File: config.mk
export PLATFORM = sky130hd
export DESIGN_NAME = murmur2_hash_32
export DESIGN_NICKNAME = d
export VERILOG_FILES = /design/src/rtl/core/mh2_pkg.sv /design/src/rtl/core/mh2_front.sv /design/src/rtl/core/mh2_queue.sv /design/src/rtl/core/mh2_back.sv /design/src/rtl/core/murmur2_hash_32.sv
export SDC_FILE = /design/constraint.sdc
export NUM_CORES = 1
export LEC_CHECK = 0
export BUFFER_PORTS_ARGS = -buffer_cell sky130_fd_sc_hd__buf_4
export CORE_UTILIZATION = 64
export DETAILED_ROUTE_END_ITERATION = 7
export PLACE_DENSITY = 0.82
export SLEW_MARGIN = 10
export SYNTH_ARGS = -nofsm -noshare
export SYNTH_HDL_FRONTEND = slang
export SYNTH_SLANG_ARGS = --single-unit
File: constraint.sdc
create_clock -name clk -period 11.5 [get_ports clk]
set_clock_uncertainty 0.05 [all_clocks]
set_input_delay 0 -clock clk [delete_from_list [all_inputs] [get_ports clk]]
set_output_delay 0 -clock clk [all_outputs]
set_load 0.05 [all_outputs]
File: src/rtl/core/mh2_pkg.sv
// shared types and constants for the murmurhash2 block
`timescale 1ns / 1ps
package mh2_pkg;

  localparam logic [31:0] MIX_MUL    = 32'h5bd1e995;
  localparam logic [31:0] SEED_RESET = 32'd2928213749;

  localparam int QDEPTH = 4;
  localparam int QPTR_W = $clog2(QDEPTH);

  // operations passed from front to back
  localparam logic [1:0] OP_INIT = 2'd0;
  localparam logic [1:0] OP_WORD = 2'd1;
  localparam logic [1:0] OP_TAIL = 2'd2;

  typedef struct packed {
    logic [1:0]  op;
    logic        fin;
    logic [31:0] value;
  } mh2_op_t;

endpackage

File: src/rtl/core/mh2_front.sv
// front end: takes items, gathers bytes into words, issues hash operations
`timescale 1ns / 1ps
module mh2_front (
  input  logic            clk,
  input  logic            rst,
  input  logic            cfg_valid,
  output logic            cfg_ready,
  input  logic [31:0]     cfg_data,
  input  logic            in_valid,
  output logic            in_ready,
  input  logic            kind,
  input  logic [31:0]     message_length,
  input  logic [7:0]      data_byte,
  output logic            op_valid,
  input  logic            op_ready,
  output mh2_pkg::mh2_op_t op_data
);
  import mh2_pkg::*;

  logic [31:0] seed;
  logic [23:0] partial_word;
  logic [1:0]  byte_position;
  logic [31:0] bytes_remaining;
  logic        message_active;

  logic        accept;
  logic        last_byte;
  logic [31:0] word_next;

  assign cfg_ready = 1'b1;
  assign in_ready  = op_ready;
  assign accept    = in_valid && in_ready;
  assign last_byte = (bytes_remaining == 32'd1);

  always_comb begin
    case (byte_position)
      2'd0:    word_next = {24'd0, data_byte};
      2'd1:    word_next = {16'd0, data_byte, partial_word[7:0]};
      2'd2:    word_next = {8'd0, data_byte, partial_word[15:0]};
      default: word_next = {data_byte, partial_word};
    endcase
  end

  always_comb begin
    op_valid      = 1'b0;
    op_data.op    = OP_INIT;
    op_data.fin   = 1'b0;
    op_data.value = word_next;
    if (in_valid) begin
      if (!kind) begin
        op_valid      = 1'b1;
        op_data.op    = OP_INIT;
        op_data.fin   = (message_length == 32'd0);
        op_data.value = seed ^ message_length;
      end else if (message_active) begin
        if (byte_position == 2'd3) begin
          op_valid    = 1'b1;
          op_data.op  = OP_WORD;
          op_data.fin = last_byte;
        end else if (last_byte) begin
          op_valid    = 1'b1;
          op_data.op  = OP_TAIL;
          op_data.fin = 1'b1;
        end
      end
    end
  end

  always_ff @(posedge clk) begin
    if (rst) begin
      seed            <= SEED_RESET;
      partial_word    <= '0;
      byte_position   <= '0;
      bytes_remaining <= '0;
      message_active  <= 1'b0;
    end else begin
      if (cfg_valid && cfg_ready) begin
        seed <= cfg_data;
      end
      if (accept) begin
        if (!kind) begin
          partial_word    <= '0;
          byte_position   <= '0;
          bytes_remaining <= message_length;
          message_active  <= (message_length != 32'd0);
        end else if (message_active) begin
          bytes_remaining <= bytes_remaining - 32'd1;
          if (byte_position == 2'd3 || last_byte) begin
            partial_word  <= '0;
            byte_position <= '0;
          end else begin
            partial_word  <= word_next[23:0];
            byte_position <= byte_position + 2'd1;
          end
          if (last_byte) begin
            message_active <= 1'b0;
          end
        end
      end
    end
  end

endmodule

File: src/rtl/core/mh2_queue.sv
// small fifo of hash operations between front and back
`timescale 1ns / 1ps
module mh2_queue (
  input  logic             clk,
  input  logic             rst,
  input  logic             push_valid,
  output logic             push_ready,
  input  mh2_pkg::mh2_op_t push_data,
  output logic             pop_valid,
  input  logic             pop_ready,
  output mh2_pkg::mh2_op_t pop_data
);
  import mh2_pkg::*;

  mh2_op_t             entries [QDEPTH];
  logic [QPTR_W-1:0]   wr_ptr;
  logic [QPTR_W-1:0]   rd_ptr;
  logic [QPTR_W:0]     count;
  logic                do_push;
  logic                do_pop;

  assign push_ready = (count != (QPTR_W+1)'(QDEPTH));
  assign pop_valid  = (count != '0);
  assign pop_data   = entries[rd_ptr];
  assign do_push    = push_valid && push_ready;
  assign do_pop     = pop_valid && pop_ready;

  always_ff @(posedge clk) begin
    if (do_push) begin
      entries[wr_ptr] <= push_data;
    end
  end

  always_ff @(posedge clk) begin
    if (rst) begin
      wr_ptr <= '0;
      rd_ptr <= '0;
      count  <= '0;
    end else begin
      if (do_push) begin
        wr_ptr <= wr_ptr + QPTR_W'(1);
      end
      if (do_pop) begin
        rd_ptr <= rd_ptr + QPTR_W'(1);
      end
      case ({do_push, do_pop})
        2'b10:   count <= count + (QPTR_W+1)'(1);
        2'b01:   count <= count - (QPTR_W+1)'(1);
        default: count <= count;
      endcase
    end
  end

endmodule

File: src/rtl/core/mh2_back.sv
// back end: runs hash operations on one shared multiplier and holds the result
`timescale 1ns / 1ps
module mh2_back (
  input  logic             clk,
  input  logic             rst,
  input  logic             op_valid,
  output logic             op_ready,
  input  mh2_pkg::mh2_op_t op_data,
  output logic             out_valid,
  input  logic             out_ready,
  output logic [31:0]      hash_value
);
  import mh2_pkg::*;

  localparam logic [2:0] S_IDLE = 3'd0;
  localparam logic [2:0] S_K1   = 3'd1;
  localparam logic [2:0] S_K2   = 3'd2;
  localparam logic [2:0] S_H    = 3'd3;
  localparam logic [2:0] S_T    = 3'd4;
  localparam logic [2:0] S_F1   = 3'd5;
  localparam logic [2:0] S_F2   = 3'd6;

  logic [2:0]  state;
  logic [31:0] acc;
  logic [31:0] kreg;
  logic        fin;
  logic [31:0] mul_a;
  logic [31:0] prod;
  logic        out_free;
  logic        out_load;

  assign op_ready = (state == S_IDLE);
  assign out_free = !out_valid || out_ready;
  assign out_load = (state == S_F2) && out_free;
  assign prod     = mul_a * MIX_MUL;

  always_comb begin
    unique case (state)
      S_K1:    mul_a = kreg;
      S_K2:    mul_a = kreg ^ (kreg >> 24);
      S_T:     mul_a = acc ^ kreg;
      S_F1:    mul_a = acc ^ (acc >> 13);
      default: mul_a = acc;
    endcase
  end

  // output register
  always_ff @(posedge clk) begin
    if (rst) begin
      out_valid <= 1'b0;
    end else if (out_load) begin
      hash_value <= acc ^ (acc >> 15);
      out_valid  <= 1'b1;
    end else if (out_ready) begin
      out_valid <= 1'b0;
    end
  end

  always_ff @(posedge clk) begin
    if (rst) begin
      state <= S_IDLE;
    end else begin
      unique case (state)
        S_IDLE: begin
          if (op_valid) begin
            fin <= op_data.fin;
            unique case (op_data.op)
              OP_WORD: begin
                kreg  <= op_data.value;
                state <= S_K1;
              end
              OP_TAIL: begin
                kreg  <= op_data.value;
                state <= S_T;
              end
              default: begin
                acc   <= op_data.value;
                state <= op_data.fin ? S_F1 : S_IDLE;
              end
            endcase
          end
        end
        S_K1: begin
          kreg  <= prod;
          state <= S_K2;
        end
        S_K2: begin
          kreg  <= prod;
          state <= S_H;
        end
        S_H: begin
          acc   <= prod ^ kreg;
          state <= fin ? S_F1 : S_IDLE;
        end
        S_T: begin
          acc   <= prod;
          state <= S_F1;
        end
        S_F1: begin
          acc   <= prod;
          state <= S_F2;
        end
        S_F2: begin
          // wait for the output register to free up
          if (out_load) begin
            state <= S_IDLE;
          end
        end
        default: state <= S_IDLE;
      endcase
    end
  end

endmodule

File: src/rtl/core/murmur2_hash_32.sv
// top level of the 32-bit murmurhash2 block
`timescale 1ns / 1ps
// 32-bit MurmurHash2 over a byte stream. A start item (kind 0) opens a message
// of message_length bytes, hashed from the seed written on the cfg port; data
// items (kind 1) carry one byte each, and the one hash_value item follows the
// last byte, or the start item itself when the length is zero. The front end
// takes one item per cycle while the queue has room, and passes word, tail and
// start operations through a four-entry queue to the back end, which runs them
// on one shared 32x32 multiplier: a start loads the accumulator while idle, a
// full word steps through S_K1, S_K2 and S_H, a tail through S_T, and
// finalization through S_F1 and S_F2, so a steady stream of bytes goes in at
// one per cycle while the queue has room. Bytes outside a message are dropped,
// and a start item in the middle of a message abandons it.
module murmur2_hash_32 (
  input  logic        clk,
  input  logic        rst,
  input  logic        cfg_valid,
  output logic        cfg_ready,
  input  logic [31:0] cfg_data,
  input  logic        in_valid,
  output logic        in_ready,
  input  logic        kind,
  input  logic [31:0] message_length,
  input  logic [7:0]  data_byte,
  output logic        out_valid,
  input  logic        out_ready,
  output logic [31:0] hash_value
);
  import mh2_pkg::*;

  logic    push_valid;
  logic    push_ready;
  mh2_op_t push_data;
  logic    pop_valid;
  logic    pop_ready;
  mh2_op_t pop_data;

  mh2_front u_front (
    .clk            (clk),
    .rst            (rst),
    .cfg_valid      (cfg_valid),
    .cfg_ready      (cfg_ready),
    .cfg_data       (cfg_data),
    .in_valid       (in_valid),
    .in_ready       (in_ready),
    .kind           (kind),
    .message_length (message_length),
    .data_byte      (data_byte),
    .op_valid       (push_valid),
    .op_ready       (push_ready),
    .op_data        (push_data)
  );

  mh2_queue u_queue (
    .clk        (clk),
    .rst        (rst),
    .push_valid (push_valid),
    .push_ready (push_ready),
    .push_data  (push_data),
    .pop_valid  (pop_valid),
    .pop_ready  (pop_ready),
    .pop_data   (pop_data)
  );

  mh2_back u_back (
    .clk        (clk),
    .rst        (rst),
    .op_valid   (pop_valid),
    .op_ready   (pop_ready),
    .op_data    (pop_data),
    .out_valid  (out_valid),
    .out_ready  (out_ready),
    .hash_value (hash_value)
  );

endmodule
==> results of run 1 <==
## flip-flops by register name (all words and copies together) (netlist names), named ones only
signal                   count
u_back.hash_value           32
u_front.message_active       1
u_queue.entries            140
u_queue.count                3
u_queue.rd_ptr               2
u_front.partial_word        24
u_back.state                 3
u_back.out_valid             1
u_queue.wr_ptr               2
u_back.kreg                 32
u_front.seed                32
u_front.bytes_remaining     32
u_back.acc                  32
u_front.byte_position        2
u_back.fin                   1
## metrics by stage
stage,instances,utilization,cell area [um^2]
floorplan,2430,-,25600
global placement,2989,0.691,27000
detailed placement,2989,0.691,27000
CTS,3165,0.750,29300
global route,3167,0.751,29300
finish,3167,0.751,29300
## synthesized netlist by cell type, types with 8 or more instances
library cell / n / area, um^2
sky130_fd_sc_hd__a211oi_1: 31 / 233
sky130_fd_sc_hd__a21o_1: 17 / 128
sky130_fd_sc_hd__a21oi_1: 130 / 651
sky130_fd_sc_hd__a221oi_1: 13 / 114
sky130_fd_sc_hd__a22o_1: 16 / 140
sky130_fd_sc_hd__a22oi_1: 49 / 368
sky130_fd_sc_hd__a31oi_1: 14 / 87.6
sky130_fd_sc_hd__and2_1: 10 / 62.6
sky130_fd_sc_hd__buf_1: 17 / 63.8
sky130_fd_sc_hd__clkbuf_1: 85 / 319
sky130_fd_sc_hd__dfxtp_1: 104 / 2080
sky130_fd_sc_hd__edfxtp_1: 237 / 7120
sky130_fd_sc_hd__fa_1: 179 / 3580
sky130_fd_sc_hd__ha_1: 228 / 2850
sky130_fd_sc_hd__inv_1: 374 / 1400
sky130_fd_sc_hd__mux2_2: 33 / 372
sky130_fd_sc_hd__mux2i_1: 38 / 380
sky130_fd_sc_hd__mux4_2: 35 / 788
sky130_fd_sc_hd__nand2_1: 157 / 589
sky130_fd_sc_hd__nand2b_1: 11 / 68.8
sky130_fd_sc_hd__nand3_1: 32 / 160
sky130_fd_sc_hd__nor2_1: 156 / 586
sky130_fd_sc_hd__nor2b_1: 13 / 81.3
sky130_fd_sc_hd__nor3_1: 26 / 130
sky130_fd_sc_hd__nor4_1: 11 / 68.8
sky130_fd_sc_hd__o21a_1: 11 / 82.6
sky130_fd_sc_hd__o21ai_0: 91 / 455
sky130_fd_sc_hd__o22ai_1: 29 / 181
sky130_fd_sc_hd__or2_2: 8 / 50.1
sky130_fd_sc_hd__or3_1: 12 / 75.1
sky130_fd_sc_hd__xnor2_1: 88 / 771
sky130_fd_sc_hd__xor2_1: 66 / 578
## layout by cell type, fill, tap and decap left out, drive strengths merged, types with 34 or more instances in the layout
| cell type | count |
|---|---|
| clkbuf | 46 |
| dlygate4sd3 | 111 |
| edfxtp | 237 |
| xor2 | 66 |
| ha | 228 |
| o21ai | 94 |
| buf | 155 |
| nand2 | 158 |
| nor2 | 156 |
| inv | 377 |
| mux2i | 38 |
| dfxtp | 104 |
| mux2 | 34 |
| xnor2 | 88 |
| mux4 | 35 |
| fa | 179 |
| a22oi | 49 |
| a21oi | 132 |
## cell type report
cell class,instances,area share
multi-input cells,1601,0.497
diodes,2,0.000171
repair buffers,266,0.0777
clock inverters,19,0.00838
flip-flops and latches,341,0.314
clock buffers,46,0.0324
inverters,374,0.0480
well taps,518,0.0221
## critical path: cells and delay by family, from the launching register on
family	cells	cell delay, ps
buffers and inverters	6	910
AOI/OAI and AO/OA	11	2420
xor gates and xnor gates	3	850
DFF	1	740
adders and majority gates	9	3590
and+or+nand+nor	2	930
## worst max-delay path by stage
stage | slack, ps | endpoint | cells after the start | startpoint
global route | 1330 | u_back.kreg[30]$_DFFE_PP_ | 30 | u_back.state[2]$_SDFFE_PP0P_
floorplan | 2720 | u_back.acc[29]$_DFFE_PP_ | 32 | u_back.state[0]$_SDFFE_PP0P_
detailed placement | 1840 | u_back.acc[29]$_DFFE_PP_ | 29 | u_back.state[2]$_SDFFE_PP0P_
finish | 1690 | u_back.acc[29]$_DFFE_PP_ | 31 | u_back.state[2]$_SDFFE_PP0P_
CTS | 1800 | u_back.acc[29]$_DFFE_PP_ | 29 | u_back.state[2]$_SDFFE_PP0P_
global placement | 2030 | u_back.acc[29]$_DFFE_PP_ | 29 | u_back.state[2]$_SDFFE_PP0P_
## what timing repair did
| action | CTS | global route |
|---|---|---|
| endpoints found under the setup margin | 0 | 0 |
| setup buffers | 0 | 0 |
| hold buffers | 111 | 0 |
| hold endpoints to repair | 137 | 0 |
## cells by family after synthesis
group,after synthesis,synth area share
AO/OA/AOI/OAI,471,0.120
XOR/XNOR,155,0.0536
adder cells (fa/ha/maj),407,0.252
buffers and inverters,488,0.0738
flip-flops,341,0.360
multiplexers,107,0.0607
other,1,0.000147
AND/OR/NAND/NOR,460,0.0800
## metal layers
layer / vias up / part of all wire
met1: 9998 / 0.37
met3: 318 / 0.095
met5: - / 0
met4: 0 / 0.056
li1: 8745 / -
met2: 1266 / 0.47
==> summary by stage, run 1 <==
CTS
The clock transition at the registers of the reported paths is approximately 60 ps. The CTS H-tree depth is 2. The maximum root-to-sink buffer count is 3.

TritonCTS built the clock tree. The worst-skew pair later-pin latency is between 500 and 600 ps. The number of sinks driven by the clock tree is around 340.

The total CTS buffers is 36. The root buffer cell chosen for the clock tree is sky130_fd_sc_hd__clkbuf_16. The post-CTS resize count is 0.

Floorplanning
The floorplan has 72 rows. The core region is approximately 0.04 mm^2. In this run the vertical extent of the chip is between 200 and 250 um. The floorplan step defined a die boundary enclosing between 0.04 and 0.05 mm^2. The width of the die is around 200 um. For this configuration, the core starts out at a cell density of 0.655. 113 I/O pins were placed.

Synth
The synthesized flop and latch total is 341. After synthesis the cells add up to approximately 0.026 mm^2. In the synthesized netlist the dominant register cell turns out to be sky130_fd_sc_hd__edfxtp_1. The number of nets in the synthesized netlist is 2915. After synthesis, the mean cell area works out to 10.5 um^2. The cell count after synthesis came out at ~2400. The synthesized design contains ~240 enable-type register cells. In the synthesized netlist the async set-or-reset flop fraction comes to 0. The number of unique standard cell types used by synthesis is 75. The warning count from the yosys run is 0.

The part of the Yosys area used for sequential elements is 0.360.

Run status
The run finished with clean final reports.

Global routing
The global routing met1 resource utilization is 0.491. The total global routing overflow is 0. The first-pass GRT wire length is approximately 120000 um.

The via count of the first global-routing pass is 20960. The global routing's busiest layer is met2. The number of antenna violations at the first check in global routing is 2.

For met2 alone, demand over resource in global routing was 0.642. For this run, global-route usage on met3 was measured as 0.0690. Entering global routing, the biggest net connects 65 pins.

The overall routing resource usage is 0.387.

Critical path
The worst flop-to-flop path startpoint is u_back.state[2]$_SDFFE_PP0P_. The critical setup path kind is reg -> reg. The worst setup path is captured at a flip-flop. The endpoint of the most critical register-to-register path is u_back.acc[29]$_DFFE_PP_. The biggest fanout along the worst timing path is 31. The slack of the worst reg-to-reg path is between 1500 and 2000 ps. In this design, the stage delay of the slowest critical-path cell is approximately 740 ps. The worst setup path is launched from a flip-flop. The critical path's most frequent cell is sky130_fd_sc_hd__fa_1. The worst register-to-register path has a depth of 31. The slowest stage of the critical path belongs to the cell sky130_fd_sc_hd__dfxtp_1.

For the worst setup path, the data arrival time is 10000 ps. The data required time of the worst path is 11700 ps.

Placed design
In this run the tool buffered the top-level ports with around 110 buffer cells. The weighted congestion reported at the end of routability-driven placement is slightly below 1. The worst slack after detailed placement is around 1800 ps. The post-detailed-placement half-perimeter wirelength is roughly 55000 um.

Timing
Of the available clock period, the critical path in the final layout requires 0.853. In this run the tightest slew margin relative to its limit is 0.240. Setup repair after global routing left no endpoint under its margin. For the pin with the worst max-slew slack, the measured transition is around 1100 ps. The final-layout worst hold slack is between 30 and 40 ps.

The worst path setup slack after routing is 1690 ps. The number of pins exceeding their max-slew limit in the final report is 0. The shortest clock period the worst path allows after layout is a little under 10000 ps. Derived from the worst setup path, the maximum achievable clock frequency is 0.102 GHz.

After routing, the total negative slack on setup checks comes to 0 ps. The count of endpoints failing hold in the final timing report is 0. The final setup violation count is 0.

Routing
The wire length after detailed routing is approximately 78000 um. The total via count after detailed routing is a little over 20000. After the first detailed-routing iteration, the DRC count stood at ~2100.

The detailed-routing iteration count for the pre-antenna-repair pass is 6. Once detail routing completed, the nets flagged for antenna violations numbered 0. In the final routed layout, each cell accounts on average for 24.7 um. Using the TritonRoute via totals, the vias-per-cell ratio works out to approximately 6.4. For this run, design rule violations remaining after detail routing come to 0.

Worst hold path
The sink of the worst hold path is u_front.seed[8]$_SDFFE_PP0P_. The worst hold path begins at cfg_valid. The cell depth of the worst hold path is 3. The path type of the worst min-delay path is in -> reg.

Layout
The layout has 2528 filler cells. Summing all multi-input logic gate instances after layout gives 0.0145 mm^2. The area growth from synthesis to layout is 14.5%. The register area is 0.00920 mm^2. Of the cells placed in the final design, the portion with a size suffix greater than 1 is 0.119. For this run, the post-layout net count is just over 3000.

Run
The number of max-cap violations is 0.
Power of run 1 is left out: the tool's default activity adds up to more than one toggle a clock period on the data nets, which glitch-free logic cannot reach.
==> run 2: changes to the inputs <==
--- a/config.mk
+++ b/config.mk
@@ -6,9 +6,11 @@
 export NUM_CORES = 1
 export LEC_CHECK = 0
 export BUFFER_PORTS_ARGS = -buffer_cell sky130_fd_sc_hd__buf_4
-export CORE_UTILIZATION = 64
+export CAP_MARGIN = 25
+export CORE_MARGIN = 2
+export CORE_UTILIZATION = 65
 export DETAILED_ROUTE_END_ITERATION = 7
-export PLACE_DENSITY = 0.82
+export PLACE_DENSITY = 0.84
 export SLEW_MARGIN = 10
 export SYNTH_ARGS = -nofsm -noshare
 export SYNTH_HDL_FRONTEND = slang
==> constraint.sdc (replaced) <==
create_clock -name clk -period 12.6 [get_ports clk]
set_clock_uncertainty 0.05 [all_clocks]
set_input_delay 0 -clock clk [delete_from_list [all_inputs] [get_ports clk]]
set_output_delay 0 -clock clk [all_outputs]
set_load 0.05 [all_outputs]
==> summary by stage, run 2 (synthesis gave the netlist of run 1 again) <==
Worst hold path
In this run the most critical hold path is launched from cfg_valid. The cell depth of the worst hold path is 3 (unchanged). In this run the worst hold path is classified as in -> reg.

Routing
The highest metal layer with signal wires is met4. The detail-routed via count per cell is 6.48 (+1.0%). The detailed route wirelength on metal3 is 7840 um (+5.6%). The number of antenna-violating nets in the routed design is 0 (unchanged).

The total via count after detailed routing is 20595 (+1.3%). The detailed-routing iteration count for the pre-antenna-repair pass is 7 (+1). The detailed route wirelength on metal2 is 37900 um (+2.2%). The total routed wire length on the met1 layer is 27600 um (-5.5%). The wire length after detailed routing is 79100 um (+1.1%). The initial detailed-routing violation count was 2907 (+40%). The number of remaining DRC errors is 0 (unchanged). The routed length per instance is 24.9 um (+0.86%).

Timing
The number of pins exceeding their max-slew limit in the final report is 0 (unchanged). The count of endpoints failing hold in the final timing report is 0 (unchanged). The shortest clock period the worst path allows after layout is 9760 ps (-45.9 ps). The maximum operating frequency is 0.102 GHz (+0.47%). Setup repair after global routing left no endpoint under its margin. The worst path setup slack after routing was 2840 ps (+1150 ps). The part of the cycle the worst path needs is 0.775 (-0.0781).

The final setup violation count came to 0 (unchanged). The aggregate negative setup slack came to 0 ps (unchanged). The final-layout worst hold slack was 26.2 ps (-4.14 ps).

The worst relative slew slack was 0.245 (+0.00544). The slew at the pin closest to its max-slew limit was 1130 ps (-2.37 ps).

CTS
The TritonCTS clock tree is yes. The total CTS buffers was 37 (+2.8%). The worst-skew pair later-pin latency is 550 ps (+20 ps).

The maximum root-to-sink buffer count is 3 (unchanged). The post-CTS setup repair buffer count is 0 (unchanged). The clock transition at the registers of the reported paths is 70 ps (about the same). CTS placed an instance of sky130_fd_sc_hd__clkbuf_16 at the clock tree root. The number of sinks driven by the clock tree is 341 (unchanged). The CTS H-tree depth is 2 (unchanged). The number of hold buffers added after cts was 124 (+12%). The post-CTS resize count was 0 (unchanged).

Layout
The final layout net count is 3115 (+0.32%). Compared with the post-synthesis result, the final layout area differs by 15.0%. The library cells used most frequently in the layout, excluding fill and tap cells, are sky130_fd_sc_hd__inv_1 (374), sky130_fd_sc_hd__edfxtp_1 (237), sky130_fd_sc_hd__ha_1 (228). The largest register by flop count is u_queue.entries.

The number of flip-flops in the largest register is 140 (unchanged). The most common cell after layout, fill and taps aside is sky130_fd_sc_hd__inv_1. The share of layout cells above drive strength 1 is 0.119 (-0.000492). The antenna diode count is 0 (-2).

Global routing
The via count of the first global-routing pass is 21479 (+2.5%). The first-pass GRT wire length is 122000 um (+1.4%). The overall routing resource usage came to 0.390 (+0.00300). The maximum number of pins on one net before global-route repair is 68 (+4.6%). The total global routing overflow is 0 (unchanged).

The number of antenna violations at the first check in global routing is 0 (-2).

Run
The number of max-cap violations is 0 (unchanged).

Critical path
By startpoint and endpoint, the worst setup path is classified as reg -> reg. The data required time of the worst path is 12840 ps (+1140 ps). The slack of the worst reg-to-reg path is 2840 ps (+1150 ps). The endpoint identified for the worst register-to-register timing path is u_back.acc[31]$_DFFE_PP_. The critical path data arrival time is 10000 ps (about the same).

The slowest cell on the critical path is sky130_fd_sc_hd__a21oi_1. The biggest fanout along the worst timing path was 28 (-9.7%). The destination of the critical timing path is u_back.acc[31]$_DFFE_PP_. The worst stage delay on the critical path is 790 ps (+50 ps). The cell count of the worst reg-to-reg path is 33 (+6.5%). The sort of element at the end of the critical path is a flip-flop. Tracing the worst setup path back leads to its startpoint at u_back.state[1]$_SDFFE_PP0P_. In this run the critical register-to-register path is launched from u_back.state[1]$_SDFFE_PP0P_. The worst setup path is launched from a flip-flop.

Placed design
The weighted congestion reported at the end of routability-driven placement is 0.944 (-4.5%). The count of input and output buffers came to 111 (unchanged). The post-detailed-placement half-perimeter wirelength is 54000 um (-1.8%). The worst slack after detailed placement came to 3000 ps (+1160 ps).

Floorplanning
The width of the die is 202 um (+0.23%). The die area is 0.0409 mm^2 (+0.45%). The total core area is 0.0387 mm^2 (-0.69%). The die height was 202 um (+0.23%).

The number of ports placed on the die boundary is 113 (unchanged). The number of rows created at floorplan was 72 (unchanged). The initial core utilization is 0.660 (+0.00457).

Run status
The flow ran to the end, and the final reports show no timing, DRC or antenna violations.
-- run 2: cell count changes in the layout (fill, tap and decap cells not counted), sizes merged, moves of 4 or more --
cell	before	now
buf	155	151
clkbuf	46	39
clkinvlp	0	4
dlygate4sd3	111	124
inv	377	381
-- run 2: routing by layer --
| metal | GRT usage | vias up |
|---|---|---|
| li1 | - | 8769 |
| met4 | 0.234 | 0 |
| met1 | 0.473 | 9994 |
| met2 | 0.655 | 1420 |
| met3 | 0.0680 | 412 |
| met5 | 0 | - |
-- run 2: how the worst min path moves through the flow --
stage	end	slack, ps
after floorplan	u_front.seed[0]$_SDFFE_PP1P_	80
after global placement	u_front.seed[5]$_SDFFE_PP1P_	160
after detailed placement	u_front.seed[5]$_SDFFE_PP1P_	170
after CTS	u_front.seed[22]$_SDFFE_PP0P_	7
after global routing	u_front.seed[29]$_SDFFE_PP1P_	20
final	u_front.seed[29]$_SDFFE_PP1P_	30
-- run 2: final cells by class --
class	count	area [um^2]
well taps	518	648
clock inverters	28	279
clock buffers	39	943
multi-input cells	1601	14500
fillers	2357	9340
flip-flops and latches	341	9200
repair buffers	275	2370
inverters	374	1400
-- run 2: critical path, delay by kind of cell, from the launching register on --
family	cells	cell delay, ps
and+or+nand+nor	5	1460
AOI/OAI and AO/OA	9	2190
DFF	1	300
xor gates and xnor gates	3	590
buffers and inverters	7	1320
adders and majority gates	9	3560
-- run 2: through the flow --
stage / cell area [um^2] / instances / utilization
6_report: 29400 / 3176 / 0.759
2_1_floorplan: 25600 / 2430 / -
4_1_cts: 29400 / 3176 / 0.759
3_3_place_gp: 26900 / 2985 / 0.695
5_1_grt: 29400 / 3176 / 0.759
3_5_place_dp: 26900 / 2985 / 0.695
Power of run 2 is left out for the same reason.
